--- src/rtl/core/kms_pkg.sv ---
// ----------------------------------------------------------------------------
// kms_pkg
// Shared types and constants of the k-way merge selector: field widths,
// command and register codes, and the sequencer state type.
// ----------------------------------------------------------------------------
`default_nettype none

package kms_pkg;

  // Port widths of the item fields
  localparam int SORT_KEY_W = 64;
  localparam int TAG_W      = 32;
  localparam int RUN_W      = 3;

  // Configuration port
  localparam int CFG_IDX_W  = 2;
  localparam int CFG_DATA_W = 4;

  localparam logic [CFG_IDX_W-1:0] REG_DESCENDING  = 2'd0;
  localparam logic [CFG_IDX_W-1:0] REG_RUNS_IN_USE = 2'd1;

  localparam logic [CFG_DATA_W-1:0] RUNS_IN_USE_RESET = 4'd8;

  // Input commands
  localparam logic CMD_PUSH    = 1'b0;
  localparam logic CMD_EXHAUST = 1'b1;

  // Sequencer states
  typedef enum logic [2:0] {
    ST_IDLE,
    ST_CHECK,
    ST_SCAN,
    ST_FLUSH,
    ST_FIN
  } kms_state_t;

endpackage

`default_nettype wire

--- src/rtl/core/kms_ram.sv ---
// ----------------------------------------------------------------------------
// kms_ram
// Generic simple dual-port RAM: one write port, one read port with
// registered read data.
// ----------------------------------------------------------------------------
`default_nettype none

module kms_ram #(
  parameter int WIDTH = 96,
  parameter int DEPTH = 8
) (
  input  wire logic                     clk,
  input  wire logic                     we,
  input  wire logic [$clog2(DEPTH)-1:0] waddr,
  input  wire logic [WIDTH-1:0]         wdata,
  input  wire logic                     re,
  input  wire logic [$clog2(DEPTH)-1:0] raddr,
  output logic      [WIDTH-1:0]         rdata
);

  logic [WIDTH-1:0] mem [DEPTH];

  always_ff @(posedge clk) begin
    if (we) begin
      mem[waddr] <= wdata;
    end
    if (re) begin
      rdata <= mem[raddr];
    end
  end

endmodule

`default_nettype wire

--- src/rtl/core/kms_cmp.sv ---
// ----------------------------------------------------------------------------
// kms_cmp
// Shared key comparator of the merge scan. Decides whether the candidate
// head replaces the best head found so far in the current scan.
// ----------------------------------------------------------------------------
`default_nettype none

module kms_cmp #(
  parameter int KEY_BITS = 64
) (
  input  wire logic                descending,
  input  wire logic                cand_valid,
  input  wire logic [KEY_BITS-1:0] cand_key,
  input  wire logic                best_found,
  input  wire logic [KEY_BITS-1:0] best_key,
  output logic                     take
);

  logic better;

  // strict compare: on a tie the earlier (lower) run stays selected
  always_comb begin
    if (descending) begin
      better = cand_key > best_key;
    end else begin
      better = cand_key < best_key;
    end
    take = cand_valid && (!best_found || better);
  end

endmodule

`default_nettype wire

--- src/rtl/core/kway_merge_selector.sv ---
// ----------------------------------------------------------------------------
// kway_merge_selector
// Merge stage of an external sort: holds one head record per run and
// emits the next record in merge order.
// ----------------------------------------------------------------------------
// Usage:
//   Input channel (in_valid/in_stall): each transaction either pushes a run's
//   next head record (command push) or marks the run exhausted. in_stall is
//   high while the block works on a transaction.
//   Output channel (out_valid/out_stall): at most one record per input
//   transaction, once every run in use holds a head or is exhausted. The
//   record with the smallest key (largest when descending) goes out, lowest
//   run first on a tie, with the run to refill and a final-record flag.
//   Config channel (cfg_valid/cfg_ready): always ready; write only when idle.
//   Sequence: an item goes through the accept in idle, a readiness check,
//   one head-RAM read per run in use through the single key comparator,
//   a flush state and a finish state. A transaction that yields no record
//   returns to idle after the readiness check.
//   Stall: a finished record waits in the output register; the next input
//   is accepted meanwhile, but its result waits for that register to empty.
//   Reset (rst, synchronous) clears all head-valid and exhausted flags and
//   returns descending to 0 and runs_in_use to 8. No RAM clearing pass.
// ----------------------------------------------------------------------------
`default_nettype none

module kway_merge_selector
  import kms_pkg::*;
#(
  parameter int RUNS     = 8,
  parameter int KEY_BITS = 64,
  parameter int TAG_BITS = 32
) (
  input  wire logic                  clk,
  input  wire logic                  rst,
  // input channel
  input  wire logic                  in_valid,
  output logic                       in_stall,
  input  wire logic                  command,
  input  wire logic [RUN_W-1:0]      run_index,
  input  wire logic [SORT_KEY_W-1:0] sort_key,
  input  wire logic [TAG_W-1:0]      record_tag,
  // output channel
  output logic                       out_valid,
  input  wire logic                  out_stall,
  output logic      [SORT_KEY_W-1:0] out_key,
  output logic      [TAG_W-1:0]      out_tag,
  output logic      [RUN_W-1:0]      out_run,
  output logic                       final_record,
  // configuration channel
  input  wire logic                  cfg_valid,
  output logic                       cfg_ready,
  input  wire logic [CFG_IDX_W-1:0]  cfg_index,
  input  wire logic [CFG_DATA_W-1:0] cfg_data
);

  localparam int IDX_W = $clog2(RUNS);
  localparam int CNT_W = $clog2(RUNS + 1);
  localparam int ENT_W = KEY_BITS + TAG_BITS;

  kms_state_t state, state_next;

  // configuration registers
  logic                  descending;
  logic [CFG_DATA_W-1:0] runs_in_use;

  // per-run flags
  logic [RUNS-1:0] head_valid, head_valid_next;
  logic [RUNS-1:0] run_done, run_done_next;

  // scan registers
  logic [IDX_W-1:0]    scan_idx;
  logic [IDX_W-1:0]    rd_idx;
  logic                rd_pend;
  logic                best_found;
  logic [IDX_W-1:0]    best_idx;
  logic [KEY_BITS-1:0] best_key;
  logic [TAG_BITS-1:0] best_tag;

  logic [CNT_W-1:0] live_n;
  logic [RUNS-1:0]  live;
  logic [RUNS-1:0]  best_sel;
  logic             in_acc;
  logic             in_use;
  logic [IDX_W-1:0] widx;
  logic             all_ready;
  logic             any_held;
  logic             scan_last;
  logic             fin_go;
  logic             last;
  logic             take;
  logic             ram_we;
  logic             ram_re;
  logic [ENT_W-1:0] ram_wdata;
  logic [ENT_W-1:0] ram_rdata;

  assign cfg_ready = 1'b1;
  assign in_stall  = (state != ST_IDLE);
  assign in_acc    = in_valid && !in_stall;

  // configuration writes
  always_ff @(posedge clk) begin
    if (rst) begin
      descending  <= 1'b0;
      runs_in_use <= RUNS_IN_USE_RESET;
    end else if (cfg_valid && cfg_ready) begin
      case (cfg_index)
        REG_DESCENDING:  descending  <= cfg_data[0];
        REG_RUNS_IN_USE: runs_in_use <= cfg_data;
        default: ;
      endcase
    end
  end

  // effective run count, clamped to 1..RUNS
  always_comb begin
    if (runs_in_use == '0) begin
      live_n = CNT_W'(1);
    end else if (32'(runs_in_use) > 32'(RUNS)) begin
      live_n = CNT_W'(RUNS);
    end else begin
      live_n = CNT_W'(runs_in_use);
    end
  end

  // live-run mask and one-hot of the selected run
  always_comb begin
    for (int i = 0; i < RUNS; i++) begin
      live[i]     = CNT_W'(i) < live_n;
      best_sel[i] = IDX_W'(i) == best_idx;
    end
  end

  assign in_use    = 32'(run_index) < 32'(live_n);
  assign widx      = IDX_W'(run_index);
  assign all_ready = &(~live | head_valid | run_done);
  assign any_held  = |(live & head_valid);
  assign scan_last = (CNT_W'(scan_idx) + CNT_W'(1)) == live_n;
  assign fin_go    = !out_valid || !out_stall;
  assign last      = ~|(live & ~best_sel & (head_valid | ~run_done));

  // head record store
  assign ram_we    = in_acc && in_use && (command == CMD_PUSH);
  assign ram_wdata = {TAG_BITS'(record_tag), sort_key[KEY_BITS-1:0]};
  assign ram_re    = (state == ST_SCAN);

  kms_ram #(
    .WIDTH (ENT_W),
    .DEPTH (RUNS)
  ) u_head_ram (
    .clk   (clk),
    .we    (ram_we),
    .waddr (widx),
    .wdata (ram_wdata),
    .re    (ram_re),
    .raddr (scan_idx),
    .rdata (ram_rdata)
  );

  // shared comparator
  kms_cmp #(
    .KEY_BITS (KEY_BITS)
  ) u_cmp (
    .descending (descending),
    .cand_valid (rd_pend && head_valid[rd_idx]),
    .cand_key   (ram_rdata[KEY_BITS-1:0]),
    .best_found (best_found),
    .best_key   (best_key),
    .take       (take)
  );

  // flag updates: accepted transaction, and release of the emitted head
  always_comb begin
    head_valid_next = head_valid;
    run_done_next   = run_done;
    if (in_acc && in_use) begin
      if (command == CMD_PUSH) begin
        head_valid_next[widx] = 1'b1;
        run_done_next[widx]   = 1'b0;
      end else begin
        run_done_next[widx]   = 1'b1;
      end
    end
    if (state == ST_FIN && fin_go) begin
      head_valid_next[best_idx] = 1'b0;
    end
  end

  always_ff @(posedge clk) begin
    if (rst) begin
      head_valid <= '0;
      run_done   <= '0;
    end else begin
      head_valid <= head_valid_next;
      run_done   <= run_done_next;
    end
  end

  // sequencer next state
  always_comb begin
    state_next = state;
    case (state)
      ST_IDLE: begin
        if (in_acc) begin
          state_next = ST_CHECK;
        end
      end
      ST_CHECK: begin
        if (all_ready && any_held) begin
          state_next = ST_SCAN;
        end else begin
          state_next = ST_IDLE;
        end
      end
      ST_SCAN: begin
        if (scan_last) begin
          state_next = ST_FLUSH;
        end
      end
      ST_FLUSH: state_next = ST_FIN;
      ST_FIN: begin
        if (fin_go) begin
          state_next = ST_IDLE;
        end
      end
      default: state_next = ST_IDLE;
    endcase
  end

  always_ff @(posedge clk) begin
    if (rst) begin
      state <= ST_IDLE;
    end else begin
      state <= state_next;
    end
  end

  // scan counters and best-so-far tracking
  always_ff @(posedge clk) begin
    if (rst) begin
      rd_pend    <= 1'b0;
      best_found <= 1'b0;
      scan_idx   <= '0;
    end else begin
      rd_pend <= (state == ST_SCAN);
      if (state == ST_CHECK) begin
        scan_idx   <= '0;
        best_found <= 1'b0;
      end else if (state == ST_SCAN && !scan_last) begin
        scan_idx <= scan_idx + IDX_W'(1);
      end
      if (take) begin
        best_found <= 1'b1;
      end
    end
  end

  always_ff @(posedge clk) begin
    rd_idx <= scan_idx;
    if (take) begin
      best_idx <= rd_idx;
      best_key <= ram_rdata[KEY_BITS-1:0];
      best_tag <= ram_rdata[ENT_W-1:KEY_BITS];
    end
  end

  // output register
  always_ff @(posedge clk) begin
    if (rst) begin
      out_valid <= 1'b0;
    end else if (state == ST_FIN && fin_go) begin
      out_valid <= 1'b1;
    end else if (out_valid && !out_stall) begin
      out_valid <= 1'b0;
    end
  end

  always_ff @(posedge clk) begin
    if (state == ST_FIN && fin_go) begin
      out_key      <= SORT_KEY_W'(best_key);
      out_tag      <= TAG_W'(best_tag);
      out_run      <= RUN_W'(best_idx);
      final_record <= last;
    end
  end

endmodule

`default_nettype wire

--- config.mk ---
export PLATFORM = sky130hd
export DESIGN_NAME = kway_merge_selector
export DESIGN_NICKNAME = d
export VERILOG_FILES = /design/src/rtl/core/kms_pkg.sv /design/src/rtl/core/kms_ram.sv /design/src/rtl/core/kms_cmp.sv /design/src/rtl/core/kway_merge_selector.sv
export SDC_FILE = /design/constraint.sdc
export NUM_CORES = 1
export LEC_CHECK = 0
export BUFFER_PORTS_ARGS = -buffer_cell sky130_fd_sc_hd__buf_2
export CELL_PAD_IN_SITES_DETAIL_PLACEMENT = 0
export CELL_PAD_IN_SITES_GLOBAL_PLACEMENT = 1
export CORE_MARGIN = 2
export CORE_UTILIZATION = 32
export DETAILED_ROUTE_END_ITERATION = 8
export PLACE_DENSITY = 0.53
export SYNTH_ARGS = -nofsm -noshare
export SYNTH_HDL_FRONTEND = slang
export SYNTH_SLANG_ARGS = --single-unit
export TNS_END_PERCENT = 20
--- constraint.sdc ---
create_clock -name clk -period 19.9 [get_ports clk]
set_clock_uncertainty 0.15 [all_clocks]
set_input_delay 0.995 -clock clk [delete_from_list [all_inputs] [get_ports clk]]
set_output_delay 0.995 -clock clk [all_outputs]
set_load 0.02 [all_outputs]
-- Yosys cells after proc, flatten, opt, wreduce, memory -nomap -nowiden
Memories as Yosys holds them, arrays and structs flattened. A register that Yosys moved wholly into a read port is not among the register bits.
Index checks and enable logic that the tools add are counted.
- output and inout port bits: 103
- logic and storage cells: 126
- bits in registers: 232
- memory bits (writable): 768
- memories: 1
- memory list (memory ; depth ; width ; rd ports ; clocked after memory_dff ; wr ports ; line ; RTL):
    u_head_ram.mem ; 8 ; 96 ; 1 ; 1 ; 1 ; kms_ram.sv:21 ; logic [WIDTH-1:0] mem [DEPTH];
- magnitude comparators: 17
- add/sub/neg operators: 2
- equality and inequality tests: 16
- multiplexer cells: 24
- reduce and logical (&&, ||, !) cells: 33
- bitwise operators: 16
- operators with widths (cell ; count):
    $gt A64 B64 Y1 ; 1
    $lt A64 B64 Y1 ; 1
    $and A8 B8 Y8 ; 5
    $not A8 Y8 ; 5
    $or A8 B8 Y8 ; 5
    $mux W8 ; 4
    $lt A3 B4 Y1 const A ; 4
    $reduce_or A8 Y1 ; 2
    $pmux W3 S5 ; 1
    $eq A3 B3 Y1 const A ; 4
    $lt A3 B4 Y1 const B ; 3
    $logic_and A1 B1 Y1 ; 11
    $mux W1 ; 10
    $mux W3 ; 3
    $lt A1 B4 Y1 const A ; 2
    $lt A2 B4 Y1 const A ; 2
    $mux W4 ; 2
    $reduce_and A8 Y1 ; 1
    $demux W1 S3 ; 2
    $eq A2 B3 Y1 const A ; 2
    $eq A3 B2 Y1 const B ; 2
    $ge A3 B1 Y1 const B ; 2
    $logic_not A1 Y1 ; 6
    $logic_not A3 Y1 ; 2
    other kinds (21) ; 26

-- Depth between registers and ports, before layout
Gate-level depths: netlist of run 1.
- depth after elaboration: 11
- mapped depth: 10
- mapped depth without buffers: 9

-- By module
From an unflattened synthesis of run 1, not the netlist that was laid out.
- cell total of the unflattened synthesis: 1885
- area, all modules: 41363.4 sq um
- modules (own cells, without submodules) (module ; area an instance (sq um) ; times used ; seq. area each (sq um) ; cells each):
    kms_ram ; 31766.7 ; 1 ; 25944.9 ; 1219
    kway_merge_selector ; 7941.4 ; 1 ; 6636.4 ; 440
    kms_cmp ; 1655.3 ; 1 ; 0.0 ; 226

-- Least setup slack after synthesis of run 1
Ideal clock, no wire load.
- path type: register to register
- from: register runs_in_use[3]
- to: memory u_head_ram.mem[0][0], enable pin
- arrival: 8594 ps
- period minus slack after synthesis: 9412 ps
- required time: 19082 ps
- slack: 10488 ps
- stages on the path, launching flop included: 11
- cell sequence: dfxtp_1 clkbuf_1 clkbuf_1 nand2b_1 ha_1 a21boi_1 o21ai_1 a21oi_4 nor3_1 nand2b_1 nor3_1
- cells in the longest elaborated chain, start to end: 8
- ends and longest elaborated chain (what ; line ; RTL):
    from (decl) ; kway_merge_selector.sv:64 ; logic [CFG_DATA_W-1:0] runs_in_use;
    from (signal assigned) ; kway_merge_selector.sv:108 ; REG_RUNS_IN_USE: runs_in_use <= cfg_data;
    $gt A4 B4 Y1 ; kway_merge_selector.sv:118 ; end else if (32'(runs_in_use) > 32'(RUNS)) begin
    $mux W4 ; kway_merge_selector.sv:118 ;
    $mux W4 (*) ; kway_merge_selector.sv:116 ; if (runs_in_use == '0) begin
    $lt A3 B4 Y1 (*) ; kway_merge_selector.sv:133 ; assign in_use = 32'(run_index) < 32'(live_n);
    $logic_and A1 B1 Y1 (*) (2 in series) ; kway_merge_selector.sv:142 ; assign ram_we = in_acc && in_use && (command == CMD_PUSH);
    $mux W1 (*) ; kms_ram.sv:24 ; if (we) begin
    $mux W1 (implied by the code) (*) ; kms_ram.sv:25 ; mem[waddr] <= wdata;
    to (decl) ; kms_ram.sv:21 ;
Mark *: on every way between the ends. The rest lies on a longest branch, timed or not.

-- Worst setup path after layout of run 1
- from: register u_head_ram.rdata[15] (read register of u_head_ram.mem)
- to: register best_key[47], enable pin
- cells in the longest elaborated chain, start to end: 4
- ends and longest elaborated chain (what ; line ; RTL):
    from (decl) ; kms_ram.sv:18 ; output logic [WIDTH-1:0] rdata
    $lt A64 B64 Y1 or $gt A64 B64 Y1 (tied branches) ; kms_cmp.sv:26, kms_cmp.sv:24 ;
    $mux W1 (*) ; kms_cmp.sv:23 ; if (descending) begin
    $logic_or A1 B1 Y1 (*) ; kms_cmp.sv:28 ; take = cand_valid && (!best_found || better);
    $logic_and A1 B1 Y1 (*) ; kms_cmp.sv:28 ;
    net take ; kway_merge_selector.sv:90 ; logic take;
    to (signal assigned) ; kway_merge_selector.sv:261 ; best_key <= ram_rdata[KEY_BITS-1:0];
    to (decl) ; kway_merge_selector.sv:76 ; logic [KEY_BITS-1:0] best_key;
The timed path passes the listed nets; every way through them passes the cells marked *.
A chain may end at the register's enable or synchronous reset.

==> impl_metrics.xml, run 1 <==
<?xml version="1.0" encoding="UTF-8"?>
<metrics>
  <group name="grt">
    <metric name="gr-total-overflow" unit="">0</metric>
    <metric name="via_count_of_the_first_global_routing_pass" unit="">21211</metric>
    <metric name="grt_use_total" unit="%">14.63</metric>
    <metric name="maximum_number_of_pins_on_one_net_before_global_route_repair" unit="">97</metric>
    <metric name="grt_first_pass_wirelength" unit="mm">141.5</metric>
    <metric name="initial_antenna_violation_count" unit="">39</metric>
  </group>
  <group name="layout">
    <metric name="area_growth" unit="%">16.51</metric>
    <metric name="finish.utilization" unit="%">37.63</metric>
    <metric name="nFillCells" unit="">11777</metric>
    <metric name="finalNetCount" unit="">2554</metric>
    <metric name="area_used_by_multi_input_combinational_logic" unit="µm²">8137</metric>
    <metric name="seqCellArea" unit="µm²">32590</metric>
    <metric name="drive_above_1_share" unit="%">25.86</metric>
  </group>
  <group name="die">
    <metric name="placementRows" unit="">131</metric>
    <metric name="die-area" unit="µm²">131900</metric>
    <metric name="core_area" unit="µm²">127800</metric>
    <metric name="initial_utilization" unit="%">32.30</metric>
    <metric name="dieWidth" unit="µm">363.2</metric>
    <metric name="die_h" unit="µm">363.2</metric>
    <metric name="io_pins" unit="">214</metric>
  </group>
  <group name="route">
    <metric name="drt_drc_violations_left" unit="">0</metric>
    <metric name="drtAntennaViolNets" unit="">0</metric>
    <metric name="drt-initial-drc-count" unit="">1534</metric>
    <metric name="vias_per_cell" unit="">4.792</metric>
    <metric name="dr.pass1.iters" unit="">5</metric>
    <metric name="totalWireLength" unit="mm">96.57</metric>
    <metric name="detailroute.via_count" unit="">19878</metric>
    <metric name="detail_route.wl_per_cell" unit="µm">23.28</metric>
  </group>
  <group name="synth">
    <metric name="synthesis.nets" unit="">2272</metric>
    <metric name="synthesis.instances" unit="">2094</metric>
    <metric name="post_synth_instance_area" unit="µm²">41300</metric>
    <metric name="postSynth.asyncResetShare" unit="%">0</metric>
    <metric name="synth_seq_area_share" unit="%">78.90</metric>
    <metric name="synth_warnings" unit="">0</metric>
    <metric name="synth_top_area_share" unit="%">77.30</metric>
    <metric name="ys_top_cells_by_area" unit="">sky130_fd_sc_hd__edfxtp_1 (77%), sky130_fd_sc_hd__mux4_2 (11%), sky130_fd_sc_hd__nand2_1 (2.9%), sky130_fd_sc_hd__ha_1 (2.0%), sky130_fd_sc_hd__dfxtp_1 (1.6%)</metric>
    <metric name="post_synthesis_sequential_element_count" unit="">1096</metric>
    <metric name="yosys.cell_types.count" unit="">74</metric>
    <metric name="synth_top_flop_cell" unit="">sky130_fd_sc_hd__edfxtp_1</metric>
    <metric name="synth-edff-count" unit="">1063</metric>
    <metric name="synth_top_area_cell" unit="">sky130_fd_sc_hd__edfxtp_1</metric>
    <metric name="postSynthAreaPerCell" unit="µm²">19.72</metric>
  </group>
  <group name="clocking">
    <metric name="tritoncts_buffer_count" unit="">117</metric>
    <metric name="htreeDepth" unit="">3</metric>
    <metric name="post_cts.resized_instances" unit="">0</metric>
    <metric name="clk_latency" unit="ps">710</metric>
    <metric name="holdBufCountCts" unit="">0</metric>
    <metric name="clock-root-buffer" unit="">sky130_fd_sc_hd__clkbuf_16</metric>
    <metric name="cts_sinks" unit="">1096</metric>
    <metric name="tritoncts_clock_tree" unit="">done</metric>
    <metric name="clk_transition_reported_paths" unit="ps">60</metric>
    <metric name="maximum_number_of_buffers_from_clock_root_to_sink" unit="">3</metric>
    <metric name="post_cts.repair.setup_buffers" unit="">0</metric>
  </group>
  <group name="sta">
    <metric name="hold_viol_final" unit="">0</metric>
    <metric name="max_freq" unit="MHz">203.0</metric>
    <metric name="max-slew-margin-rel" unit="%">29.65</metric>
    <metric name="post-route-period-util" unit="%">24.76</metric>
    <metric name="slew_violations" unit="">0</metric>
    <metric name="max_slew.worst_pin.slew" unit="ps">1055</metric>
    <metric name="final.min_clock_period" unit="ps">4927</metric>
    <metric name="grt_setup_unrepaired" unit="">false</metric>
    <metric name="setup_viol" unit="">0</metric>
    <metric name="fin_tns_setup" unit="ps">0</metric>
  </group>
  <group name="run_status">
    <metric name="outcome" unit="">finished clean</metric>
  </group>
  <group name="worst_hold_path">
    <metric name="min-delay-path-class" unit="">reg2reg</metric>
    <metric name="hp-start" unit="">u_head_ram.rdata[75]$_DFFE_PP_</metric>
  </group>
  <group name="placement">
    <metric name="hpwl" unit="mm">55.18</metric>
    <metric name="finalWeightedCongestion" unit="">0.7498</metric>
    <metric name="port-buffer-count" unit="">212</metric>
  </group>
  <group name="setup_path">
    <metric name="critPathLaunch" unit="">u_head_ram.rdata[15]$_DFFE_PP_</metric>
    <metric name="critical_path.reg2reg.startpoint" unit="">u_head_ram.rdata[15]$_DFFE_PP_</metric>
    <metric name="largest_fanout_on_the_critical_path" unit="">42</metric>
    <metric name="cp_capture_type" unit="">register</metric>
    <metric name="worst-setup-path-type" unit="">reg2reg</metric>
    <metric name="cp.arrival" unit="ps">5100</metric>
    <metric name="crit_required" unit="ps">20080</metric>
    <metric name="worst_setup_path_start_kind" unit="">register</metric>
  </group>
  <group name="pwr">
    <metric name="power.leakage" unit="nW">15.87</metric>
    <metric name="power_per_cell_area" unit="nW/µm²">97.37</metric>
    <metric name="ir_worst_vdd" unit="µV">65.89</metric>
  </group>
  <group name="run">
    <metric name="maxCapViolations" unit="">0</metric>
  </group>
</metrics>
-- kinds of logic after synthesis --
family                   after synthesis  share of synthesized area (%)
flip-flops                          1096                          78.90
AND/OR/NAND/NOR                      448                          4.775
multiplexers                         206                          10.87
buffers and inverters                159                          1.557
AO/OA/AOI/OAI                        111                          1.724
adder cells (fa/ha/maj)               69                          2.078
XOR/XNOR                               4                        0.08485
other                                  1                       0.009081
-- synth_stat cells, types with 9 or more instances --
cell and number:
sky130_fd_sc_hd__buf_2 24, sky130_fd_sc_hd__nand2b_1 18, sky130_fd_sc_hd__nand3_1 9, sky130_fd_sc_hd__dfxtp_1 33, sky130_fd_sc_hd__clkbuf_1 37, sky130_fd_sc_hd__mux2i_1 11
sky130_fd_sc_hd__a21oi_1 44, sky130_fd_sc_hd__inv_1 77, sky130_fd_sc_hd__nor2_1 33, sky130_fd_sc_hd__mux4_2 194, sky130_fd_sc_hd__edfxtp_1 1063, sky130_fd_sc_hd__o21ai_0 12
sky130_fd_sc_hd__ha_1 67, sky130_fd_sc_hd__nand2_1 324, sky130_fd_sc_hd__buf_1 16, sky130_fd_sc_hd__nor3_1 21, sky130_fd_sc_hd__nand4_1 9
-- cell usage in the layout, fill, tap and decap left out, types with 5 or more instances in the layout --
cell                         instances
sky130_fd_sc_hd__a21oi_1            42
sky130_fd_sc_hd__buf_2             212
sky130_fd_sc_hd__buf_4              31
sky130_fd_sc_hd__bufinv_16           7
sky130_fd_sc_hd__clkbuf_1           22
sky130_fd_sc_hd__clkbuf_16         118
sky130_fd_sc_hd__clkinv_1           26
sky130_fd_sc_hd__clkinv_2           30
sky130_fd_sc_hd__clkinvlp_4          7
sky130_fd_sc_hd__dfxtp_1            30
sky130_fd_sc_hd__diode_2            11
sky130_fd_sc_hd__edfxtp_1         1063
sky130_fd_sc_hd__ha_1               67
sky130_fd_sc_hd__inv_1              76
sky130_fd_sc_hd__mux2i_1            11
sky130_fd_sc_hd__mux4_2            194
sky130_fd_sc_hd__nand2_1           324
sky130_fd_sc_hd__nand2b_1           18
sky130_fd_sc_hd__nand3_1             9
sky130_fd_sc_hd__nand4_1             9
sky130_fd_sc_hd__nor2_1             30
sky130_fd_sc_hd__nor3_1             18
sky130_fd_sc_hd__o21ai_0            12
sky130_fd_sc_hd__o21ai_1             5
sky130_fd_sc_hd__o22ai_1             7
-- flip-flops by register name, indices dropped and copies added, names as in the netlist, 4 cells and up, named ones only --
name	count
out_key	64
runs_in_use	4
best_key	64
best_tag	32
head_valid	8
u_head_ram.rdata	96
u_head_ram.mem	768
out_tag	32
-- layout make-up --
| class | count | area share, % |
|---|---|---|
| multi-input combinational | 839 | 16.91 |
| inverter | 78 | 0.6241 |
| antenna | 11 | 0.05721 |
| tap | 1662 | 4.322 |
| sequential | 1096 | 67.74 |
| clock inverter | 78 | 1.305 |
| clock buffer | 140 | 6.309 |
| timing repair buffer | 244 | 2.731 |
-- worst max-delay path, cell delays in order, from the launching register on --
cell                       delay, ps
sky130_fd_sc_hd__edfxtp_1        410
sky130_fd_sc_hd__ha_1            330
sky130_fd_sc_hd__nand4_1         180
sky130_fd_sc_hd__nor4_1          730
sky130_fd_sc_hd__a21boi_0        310
sky130_fd_sc_hd__o41ai_1         120
sky130_fd_sc_hd__a21oi_2         220
sky130_fd_sc_hd__o21ai_2         100
sky130_fd_sc_hd__a21oi_4         600
sky130_fd_sc_hd__buf_4           700
sky130_fd_sc_hd__buf_4           620
-- stage by stage --
step	power, mW	instance area (µm²)	std cells	setup WS (ps)	hold WS [ps]
6_report	4.685	48110	4148	14970	252.5
5_1_grt	4.847	48100	4141	14570	254.0
3_5_place_dp	2.660	44420	3919	14710	255.6
2_1_floorplan	2.619	41300	2094	10490	179.0
3_3_place_gp	2.655	44420	3919	14750	253.5
4_1_cts	4.751	48090	4137	14680	241.8
-- final timing paths --
| check | endpoint | slack, ps | cells after the start |
|---|---|---|---|
| max | best_key[47]$_DFFE_PP_ | 14970 | 10 |
| min reg2reg | best_tag[11]$_DFFE_PP_ | 250 | 0 |
| min | best_tag[11]$_DFFE_PP_ | 250 | 0 |
| max reg2reg | best_key[47]$_DFFE_PP_ | 14970 | 10 |
-- metal layers --
metal,vias to the layer above,wire [µm],global-route usage [%]
li1,8845,-,-
met1,10383,40860,19.04
met2,456,47070,24.34
met3,162,6473,3.608
met4,32,1966,4.101
met5,-,202,0
-- where the power goes --
| group | switching [mW] | leakage, nW | internal, mW |
|---|---|---|---|
| clock network | 0.897 | 1.79 | 1.18 |
| registers | 0.00549 | 9.85 | 2.54 |
| logic | 0.0461 | 4.23 | 0.0187 |
(Power assumes the default switching activity.)
==> run 2: changes to the inputs <==
--- a/config.mk
+++ b/config.mk
@@ -5,13 +5,14 @@
 export SDC_FILE = /design/constraint.sdc
 export NUM_CORES = 1
 export LEC_CHECK = 0
+export ABC_AREA = 1
 export BUFFER_PORTS_ARGS = -buffer_cell sky130_fd_sc_hd__buf_2
 export CELL_PAD_IN_SITES_DETAIL_PLACEMENT = 0
 export CELL_PAD_IN_SITES_GLOBAL_PLACEMENT = 1
 export CORE_MARGIN = 2
 export CORE_UTILIZATION = 32
 export DETAILED_ROUTE_END_ITERATION = 8
-export PLACE_DENSITY = 0.53
+export PLACE_DENSITY = 0.55
 export SYNTH_ARGS = -nofsm -noshare
 export SYNTH_HDL_FRONTEND = slang
 export SYNTH_SLANG_ARGS = --single-unit
==> constraint.sdc (replaced) <==
create_clock -name clk -period 4.79 [get_ports clk]
set_clock_uncertainty 0.15 [all_clocks]
set_input_delay 0.2395 -clock clk [delete_from_list [all_inputs] [get_ports clk]]
set_output_delay 0.2395 -clock clk [all_outputs]
set_load 0.02 [all_outputs]
==> impl_metrics.xml, run 2 <==
<?xml version="1.0" encoding="UTF-8"?>
<metrics>
  <group name="setup_path">
    <metric name="largest_fanout_on_the_critical_path" unit="">16</metric>
    <metric name="cp.arrival" unit="ps">3620</metric>
    <metric name="worst-setup-path-type" unit="">reg2reg</metric>
    <metric name="crit_required" unit="ps">5060</metric>
    <metric name="critPathMostFrequentCell" unit="">sky130_fd_sc_hd__nand2_1</metric>
    <metric name="delay_of_the_slowest_cell_on_the_worst_path" unit="ps">590</metric>
    <metric name="path_delay_family" unit="">simple AND/OR/NAND/NOR gates</metric>
    <metric name="critical_path_cell_sequence" unit="">inv_1, ha_1, nand4_1, nor2_1, nand3_1, nor3_1, nand2_1, nand2_1, nand2_1, a31oi_4, buf_4</metric>
    <metric name="cp.buffers_inverters" unit="">2</metric>
    <metric name="worst_setup_path_start_kind" unit="">register</metric>
    <metric name="critical_path.slowest_cell" unit="">sky130_fd_sc_hd__a31oi_4</metric>
    <metric name="cp_capture_type" unit="">register</metric>
  </group>
  <group name="run">
    <metric name="maxCapViolations" unit="">0</metric>
  </group>
  <group name="die">
    <metric name="placementRows" unit="">132</metric>
    <metric name="core_area" unit="µm²">129600</metric>
    <metric name="initial_utilization" unit="%">32.26</metric>
    <metric name="die_h" unit="µm">365.5</metric>
    <metric name="dieWidth" unit="µm">365.5</metric>
    <metric name="io_pins" unit="">214</metric>
    <metric name="die-area" unit="µm²">133600</metric>
  </group>
  <group name="route">
    <metric name="detail_route.wl_per_cell" unit="µm">20.52</metric>
    <metric name="drtAntennaViolNets" unit="">0</metric>
    <metric name="vias_per_cell" unit="">4.705</metric>
    <metric name="drt_drc_violations_left" unit="">0</metric>
    <metric name="drt-initial-drc-count" unit="">1668</metric>
    <metric name="detailroute.via_count" unit="">24528</metric>
    <metric name="totalWireLength" unit="mm">107.0</metric>
    <metric name="dr.pass1.iters" unit="">5</metric>
  </group>
  <group name="layout">
    <metric name="area_used_by_multi_input_combinational_logic" unit="µm²">8113</metric>
    <metric name="finalNonFillerCells" unit="">5213</metric>
    <metric name="area_growth" unit="%">20.04</metric>
    <metric name="layout.cells.most_common_list" unit="">sky130_fd_sc_hd__edfxtp_1 (1063), sky130_fd_sc_hd__nor2_1 (710), sky130_fd_sc_hd__o21ai_0 (414), sky130_fd_sc_hd__buf_2 (212)</metric>
    <metric name="finish.utilization" unit="%">38.72</metric>
    <metric name="finalNetCount" unit="">3551</metric>
    <metric name="seqCellArea" unit="µm²">32590</metric>
    <metric name="final_common_cell" unit="">sky130_fd_sc_hd__edfxtp_1</metric>
    <metric name="layout.cell_area.non_filler" unit="µm²">50200</metric>
    <metric name="largest-register" unit="">u_head_ram.mem</metric>
    <metric name="drive_above_1_share" unit="%">13.47</metric>
    <metric name="nFillCells" unit="">12304</metric>
    <metric name="largest_reg_flops" unit="">768</metric>
    <metric name="layout_top_registers" unit="">u_head_ram.mem (768), u_head_ram.rdata (96)</metric>
  </group>
  <group name="sta">
    <metric name="max_slew.worst_pin.slew" unit="ps">1026</metric>
    <metric name="grt_setup_unrepaired" unit="">false</metric>
    <metric name="fin_tns_setup" unit="ps">0</metric>
    <metric name="slew_violations" unit="">0</metric>
    <metric name="hold_viol_final" unit="">0</metric>
    <metric name="max-slew-margin-rel" unit="%">29.82</metric>
    <metric name="final.min_clock_period" unit="ps">3354</metric>
    <metric name="finalHoldWorstSlack" unit="ps">150.7</metric>
    <metric name="post-route-period-util" unit="%">70.01</metric>
    <metric name="setup_viol" unit="">0</metric>
    <metric name="max_freq" unit="MHz">298.2</metric>
  </group>
  <group name="synth">
    <metric name="synth_simple_gate_area_share" unit="%">8.293</metric>
    <metric name="synth_top_family_by_area" unit="">compound AO/OA/AOI/OAI gates</metric>
    <metric name="synthesis.nets" unit="">3198</metric>
    <metric name="synth_top_area_cell" unit="">sky130_fd_sc_hd__edfxtp_1</metric>
    <metric name="synth_seq_area_share" unit="%">77.91</metric>
    <metric name="yosys.area_share.xor_xnor" unit="%">0.06283</metric>
    <metric name="yosys.area_share.adder" unit="%">2.004</metric>
    <metric name="post_synth_instance_area" unit="µm²">41820</metric>
    <metric name="synth_compound_area_share" unit="%">8.927</metric>
    <metric name="synth_common_cells" unit="">sky130_fd_sc_hd__edfxtp_1 (1063), sky130_fd_sc_hd__nor2_1 (711), sky130_fd_sc_hd__o21ai_0 (414)</metric>
    <metric name="yosys.cell_types.count" unit="">41</metric>
    <metric name="ys_top_cells_by_area" unit="">sky130_fd_sc_hd__edfxtp_1 (76%), sky130_fd_sc_hd__nor2_1 (6.4%), sky130_fd_sc_hd__o21ai_0 (5.0%), sky130_fd_sc_hd__ha_1 (2.0%), sky130_fd_sc_hd__dfxtp_1 (1.6%)</metric>
    <metric name="synth_top_area_share" unit="%">76.33</metric>
    <metric name="top_count_cell_post_synth" unit="">sky130_fd_sc_hd__edfxtp_1</metric>
    <metric name="synth_warnings" unit="">0</metric>
    <metric name="synth-edff-count" unit="">1063</metric>
    <metric name="muxShareOfSynthArea" unit="%">0</metric>
    <metric name="synthesis.instances" unit="">3020</metric>
    <metric name="synth_top_flop_cell" unit="">sky130_fd_sc_hd__edfxtp_1</metric>
    <metric name="postSynthAreaPerCell" unit="µm²">13.85</metric>
    <metric name="post_synthesis_sequential_element_count" unit="">1096</metric>
    <metric name="postSynth.asyncResetShare" unit="%">0</metric>
  </group>
  <group name="grt">
    <metric name="gr-total-overflow" unit="">0</metric>
    <metric name="grt_use_total" unit="%">15.95</metric>
    <metric name="initial_antenna_violation_count" unit="">10</metric>
    <metric name="grt_first_pass_wirelength" unit="mm">158.2</metric>
    <metric name="via_count_of_the_first_global_routing_pass" unit="">24070</metric>
    <metric name="maximum_number_of_pins_on_one_net_before_global_route_repair" unit="">118</metric>
  </group>
  <group name="placement">
    <metric name="hpwl" unit="mm">57.78</metric>
    <metric name="finalWeightedCongestion" unit="">0.7334</metric>
    <metric name="port-buffer-count" unit="">212</metric>
    <metric name="dpl.cell_count" unit="">4872</metric>
    <metric name="place_area" unit="µm²">45190</metric>
  </group>
  <group name="clocking">
    <metric name="tritoncts_clock_tree" unit="">done</metric>
    <metric name="clk_transition_reported_paths" unit="ps">60</metric>
    <metric name="post_cts.repair.setup_buffers" unit="">0</metric>
    <metric name="post_cts.resized_instances" unit="">0</metric>
    <metric name="clk_latency" unit="ps">750</metric>
    <metric name="clock-root-buffer" unit="">sky130_fd_sc_hd__clkbuf_16</metric>
    <metric name="cts_sinks" unit="">1096</metric>
    <metric name="htreeDepth" unit="">3</metric>
    <metric name="maximum_number_of_buffers_from_clock_root_to_sink" unit="">3</metric>
    <metric name="tritoncts_buffer_count" unit="">119</metric>
  </group>
  <group name="pwr">
    <metric name="power_per_cell_area" unit="nW/µm²">396.0</metric>
    <metric name="ir_worst_vdd" unit="µV">274.5</metric>
    <metric name="power.leakage" unit="nW">17.24</metric>
  </group>
  <group name="run_status">
    <metric name="outcome" unit="">finished clean</metric>
  </group>
  <group name="worst_hold_path">
    <metric name="min-delay-path-class" unit="">in2reg</metric>
  </group>
</metrics>
-- run 2: cell count changes in the layout (fill, tap and decap cells not counted), moves of 91 or more --
cell                            before  now
sky130_fd_sc_hd__o21ai_0            12  414
sky130_fd_sc_hd__o22ai_1             7   98
sky130_fd_sc_hd__nor2_1             30  710
sky130_fd_sc_hd__nand2_1           324  102
sky130_fd_sc_hd__a31oi_1             3   96
sky130_fd_sc_hd__mux4_2            194    0
sky130_fd_sc_hd__dlygate4sd3_1       0  122
-- run 2: cells by family (layout without fill, tap and decap cells) --
group                    count (synthesis)  count (layout)
AO/OA/AOI/OAI                          683             683
flip-flops                            1096            1096
XOR/XNOR                                 3               3
other                                    1               4
AND/OR/NAND/NOR                        881             881
buffers and inverters                  289             737
adder cells (fa/ha/maj)                 67              67
-- run 2: area by class of cell --
cell class / instances / area share, %
Clock buffer: 147 / 6.221
Tap cell: 1742 / 4.341
Multi-Input combinational cell: 1635 / 16.16
Timing Repair Buffer: 384 / 5.941
Clock inverter: 69 / 1.323
Sequential cell: 1096 / 64.91
Antenna cell: 3 / 0.01495
Inverter: 137 / 1.087
-- run 2: path summary, 6_finish.rpt --
check                                      start                               to  slack, ps  depth (start not counted)
setup reg to reg          best_key[63]$_DFFE_PP_           best_key[23]$_DFFE_PP_       1440                         11
setup / recovery          best_key[63]$_DFFE_PP_           best_key[23]$_DFFE_PP_       1440                         11
hold reg to reg   u_head_ram.rdata[74]$_DFFE_PP_           best_tag[10]$_DFFE_PP_        270                          0
hold / removal                     record_tag[4]  u_head_ram.mem[4][68]$_DFFE_PP_        150                          2
-- run 2: worst register-to-register path: stages (launching register included) --
cell                       delay [ps]
sky130_fd_sc_hd__edfxtp_1         360
sky130_fd_sc_hd__inv_1             50
sky130_fd_sc_hd__ha_1             310
sky130_fd_sc_hd__nand4_1          140
sky130_fd_sc_hd__nor2_1           270
sky130_fd_sc_hd__nand3_1          170
sky130_fd_sc_hd__nor3_1           330
sky130_fd_sc_hd__nand2_1          110
sky130_fd_sc_hd__nand2_1           70
sky130_fd_sc_hd__nand2_1           90
sky130_fd_sc_hd__a31oi_4          590
sky130_fd_sc_hd__buf_4            390
-- run 2: metal layers --
metal / GRT usage [%] / vias to the layer above / wire [µm]
li1: - / 11733 / -
met1: 21.95 / 12220 / 49910
met2: 25.87 / 429 / 50440
met3: 2.629 / 136 / 4235
met4: 4.890 / 10 / 2324
met5: 0 / - / 63
-- run 2: stage by stage --
step / worst slack [ps] / total power, mW
floorplan: 333.2 / 10.88
global placement: 1321 / 11.06
detailed placement: 1318 / 11.07
CTS: 1294 / 20.16
global route: 1152 / 20.56
finish: 1436 / 19.88
-- run 2: timing repair --
item,in CTS,in global routing
hold buffers,122,0
setup endpoints to repair,0,0
hold endpoints to repair,806,0
-- run 2: power by group --
group          leakage [nW]  switching, mW  internal, mW  total, mW
Clock                  1.85           3.79          5.15       8.94
Combinational          5.55          0.238         0.138      0.376
Sequential             9.84         0.0185          10.6       10.6
==> run 3: changes to the inputs <==
==> constraint.sdc (replaced) <==
create_clock -name clk -period 3.35 [get_ports clk]
set_clock_uncertainty 0.15 [all_clocks]
set_input_delay 0.1675 -clock clk [delete_from_list [all_inputs] [get_ports clk]]
set_output_delay 0.1675 -clock clk [all_outputs]
set_load 0.02 [all_outputs]
==> impl_metrics.xml, run 3 (synthesis results as in run 2) <==
<?xml version="1.0" encoding="UTF-8"?>
<metrics>
  <group name="route">
    <metric name="drt_drc_violations_left" unit="">0</metric>
    <metric name="vias_per_cell" unit="">4.704</metric>
    <metric name="drtAntennaViolNets" unit="">0</metric>
    <metric name="detail_route.wl_per_cell" unit="µm">20.22</metric>
    <metric name="dr.pass1.iters" unit="">5</metric>
    <metric name="drt-initial-drc-count" unit="">1603</metric>
    <metric name="detailroute.via_count" unit="">24598</metric>
    <metric name="totalWireLength" unit="mm">105.8</metric>
  </group>
  <group name="sta">
    <metric name="post-route-period-util" unit="%">89.88</metric>
    <metric name="final.min_clock_period" unit="ps">3011</metric>
    <metric name="worst_slack" unit="ps">338.9</metric>
    <metric name="hold_viol_final" unit="">0</metric>
    <metric name="max-slew-margin-rel" unit="%">34.76</metric>
    <metric name="max_freq" unit="MHz">332.1</metric>
    <metric name="grt_setup_unrepaired" unit="">false</metric>
    <metric name="max_slew.worst_pin.slew" unit="ps">953.9</metric>
    <metric name="setup_viol" unit="">0</metric>
    <metric name="slew_violations" unit="">0</metric>
  </group>
  <group name="pwr">
    <metric name="ir_worst_vdd" unit="µV">411.2</metric>
    <metric name="design_power_total" unit="mW">27.88</metric>
    <metric name="power_per_cell_area" unit="nW/µm²">553.0</metric>
    <metric name="switching_share" unit="%">20.39</metric>
    <metric name="clk_network_pwr_share" unit="%">43.8</metric>
    <metric name="power.share.sequential" unit="%">54.2</metric>
    <metric name="cellInternalPower" unit="mW">22.19</metric>
    <metric name="pwr-share-comb" unit="%">2.0</metric>
    <metric name="switching_power_summed_over_all_nets" unit="mW">5.685</metric>
    <metric name="power.leakage" unit="nW">17.32</metric>
  </group>
  <group name="clocking">
    <metric name="clock-root-buffer" unit="">sky130_fd_sc_hd__clkbuf_16</metric>
    <metric name="htreeDepth" unit="">3</metric>
    <metric name="maximum_number_of_buffers_from_clock_root_to_sink" unit="">3</metric>
    <metric name="tritoncts_clock_tree" unit="">done</metric>
    <metric name="holdBufCountCts" unit="">124</metric>
    <metric name="clk_latency" unit="ps">760</metric>
    <metric name="clk_transition_reported_paths" unit="ps">60</metric>
    <metric name="post_cts.repair.setup_buffers" unit="">0</metric>
    <metric name="tritoncts_buffer_count" unit="">116</metric>
    <metric name="post_cts.resized_instances" unit="">0</metric>
    <metric name="cts_sinks" unit="">1096</metric>
  </group>
  <group name="die">
    <metric name="initial_utilization" unit="%">32.26</metric>
    <metric name="dieWidth" unit="µm">365.5</metric>
    <metric name="core_area" unit="µm²">129600</metric>
    <metric name="io_pins" unit="">214</metric>
    <metric name="die-area" unit="µm²">133600</metric>
    <metric name="placementRows" unit="">132</metric>
    <metric name="die_h" unit="µm">365.5</metric>
  </group>
  <group name="layout">
    <metric name="nFillCells" unit="">12203</metric>
    <metric name="layout_top_registers" unit="">u_head_ram.mem (768), u_head_ram.rdata (96)</metric>
    <metric name="seqCellArea" unit="µm²">32590</metric>
    <metric name="final_common_cell" unit="">sky130_fd_sc_hd__edfxtp_1</metric>
    <metric name="largest-register" unit="">u_head_ram.mem</metric>
    <metric name="area_growth" unit="%">20.55</metric>
    <metric name="drive_above_1_share" unit="%">13.83</metric>
    <metric name="layout.cells.most_common_list" unit="">sky130_fd_sc_hd__edfxtp_1 (1063), sky130_fd_sc_hd__nor2_1 (709), sky130_fd_sc_hd__o21ai_0 (414), sky130_fd_sc_hd__buf_2 (212), sky130_fd_sc_hd__dlygate4sd3_1 (124)</metric>
    <metric name="area_used_by_multi_input_combinational_logic" unit="µm²">8134</metric>
    <metric name="finalNetCount" unit="">3570</metric>
    <metric name="largest_reg_flops" unit="">768</metric>
  </group>
  <group name="run_status">
    <metric name="outcome" unit="">finished clean</metric>
  </group>
  <group name="setup_path">
    <metric name="critPathMostFrequentCell" unit="">sky130_fd_sc_hd__nand2_1</metric>
    <metric name="cp_capture_type" unit="">register</metric>
    <metric name="cp.buffers_inverters" unit="">3</metric>
    <metric name="cp.arrival" unit="ps">3260</metric>
    <metric name="delay_of_the_slowest_cell_on_the_worst_path" unit="ps">390</metric>
    <metric name="crit_required" unit="ps">3600</metric>
    <metric name="worst-setup-path-type" unit="">reg2reg</metric>
    <metric name="critical_path_cell_sequence" unit="">inv_1, ha_1, a21oi_1, nand2_1, nand2_1, nand3_1, a21oi_1, nand2_1, nand2_1, nand3_1, a31oi_4, buf_12, buf_12</metric>
    <metric name="critical_path.slowest_cell" unit="">sky130_fd_sc_hd__edfxtp_1</metric>
    <metric name="largest_fanout_on_the_critical_path" unit="">25</metric>
    <metric name="path_delay_family" unit="">compound AO/OA/AOI/OAI gates</metric>
    <metric name="worst_setup_path_start_kind" unit="">register</metric>
  </group>
  <group name="grt">
    <metric name="via_count_of_the_first_global_routing_pass" unit="">24206</metric>
    <metric name="grt_first_pass_wirelength" unit="mm">156.4</metric>
    <metric name="maximum_number_of_pins_on_one_net_before_global_route_repair" unit="">116</metric>
    <metric name="grt_use_total" unit="%">15.76</metric>
    <metric name="gr-total-overflow" unit="">0</metric>
    <metric name="initial_antenna_violation_count" unit="">15</metric>
  </group>
  <group name="run">
    <metric name="maxCapViolations" unit="">0</metric>
  </group>
  <group name="placement">
    <metric name="port-buffer-count" unit="">212</metric>
    <metric name="dpl_worst_slack" unit="ps">327.3</metric>
    <metric name="hpwl" unit="mm">59.25</metric>
    <metric name="finalWeightedCongestion" unit="">0.7417</metric>
  </group>
  <group name="worst_hold_path">
    <metric name="min-delay-path-class" unit="">in2reg</metric>
  </group>
</metrics>
==> run 3: changes by cell type in the layout (fill, tap and decap cells not counted), sizes merged <==
cell and change:
buf +20, clkbuf -13, clkinv +12, bufinv -3, dlygate4sd3 +2, clkinvlp -1, inv -1
==> run 3: power groups by stage <==
stage,registers (mW),logic (mW),clock network [mW]
after floorplan,15.4,0.142,0
after global placement,15.4,0.422,0
after detailed placement,15.4,0.426,0
after CTS,15.1,0.555,12.6
after global routing,15.1,0.601,13.1
final,15.1,0.544,12.2
==> run 3: worst paths after layout <==
kind                                  start                               to  slack, ps  cells past startpoint
max reg2reg          best_key[19]$_DFFE_PP_           best_key[59]$_DFFE_PP_        340                     13
min reg2reg  u_head_ram.rdata[83]$_DFFE_PP_           best_tag[19]$_DFFE_PP_        270                      0
min                          record_tag[22]  u_head_ram.mem[7][86]$_DFFE_PP_         70                      2
max                  best_key[19]$_DFFE_PP_           best_key[59]$_DFFE_PP_        340                     13
==> run 3: cell type report <==
cell class	count	area share, %
Tap cell	1742	4.323
Inverter	137	1.077
Clock buffer	134	5.934
Clock inverter	76	1.228
Multi-Input combinational cell	1635	16.13
Antenna cell	3	0.01489
Sequential cell	1096	64.64
Timing Repair Buffer	406	6.651
==> run 3: metal layers <==
metal | track usage (%) | vias to the layer above | share of wire [%]
li1 | - | 11772 | -
met1 | 21.14 | 12232 | 46
met2 | 26.07 | 432 | 48
met3 | 2.766 | 144 | 4.0
met4 | 4.793 | 18 | 2.2
met5 | 0 | - | 0.11
==> run 3: metrics by stage <==
stage	setup TNS, ps	hold WS (ps)	utilization [%]	area (µm²)	cells
after floorplan	-405310	116.4	-	41880	3020
after global placement	0	252.3	35.14	45560	4892
after detailed placement	0	255.2	35.14	45560	4892
after CTS	0	0.2360	38.88	50410	5226
after global routing	0	48.15	38.88	50410	5227
final	0	65.49	38.89	50420	5229
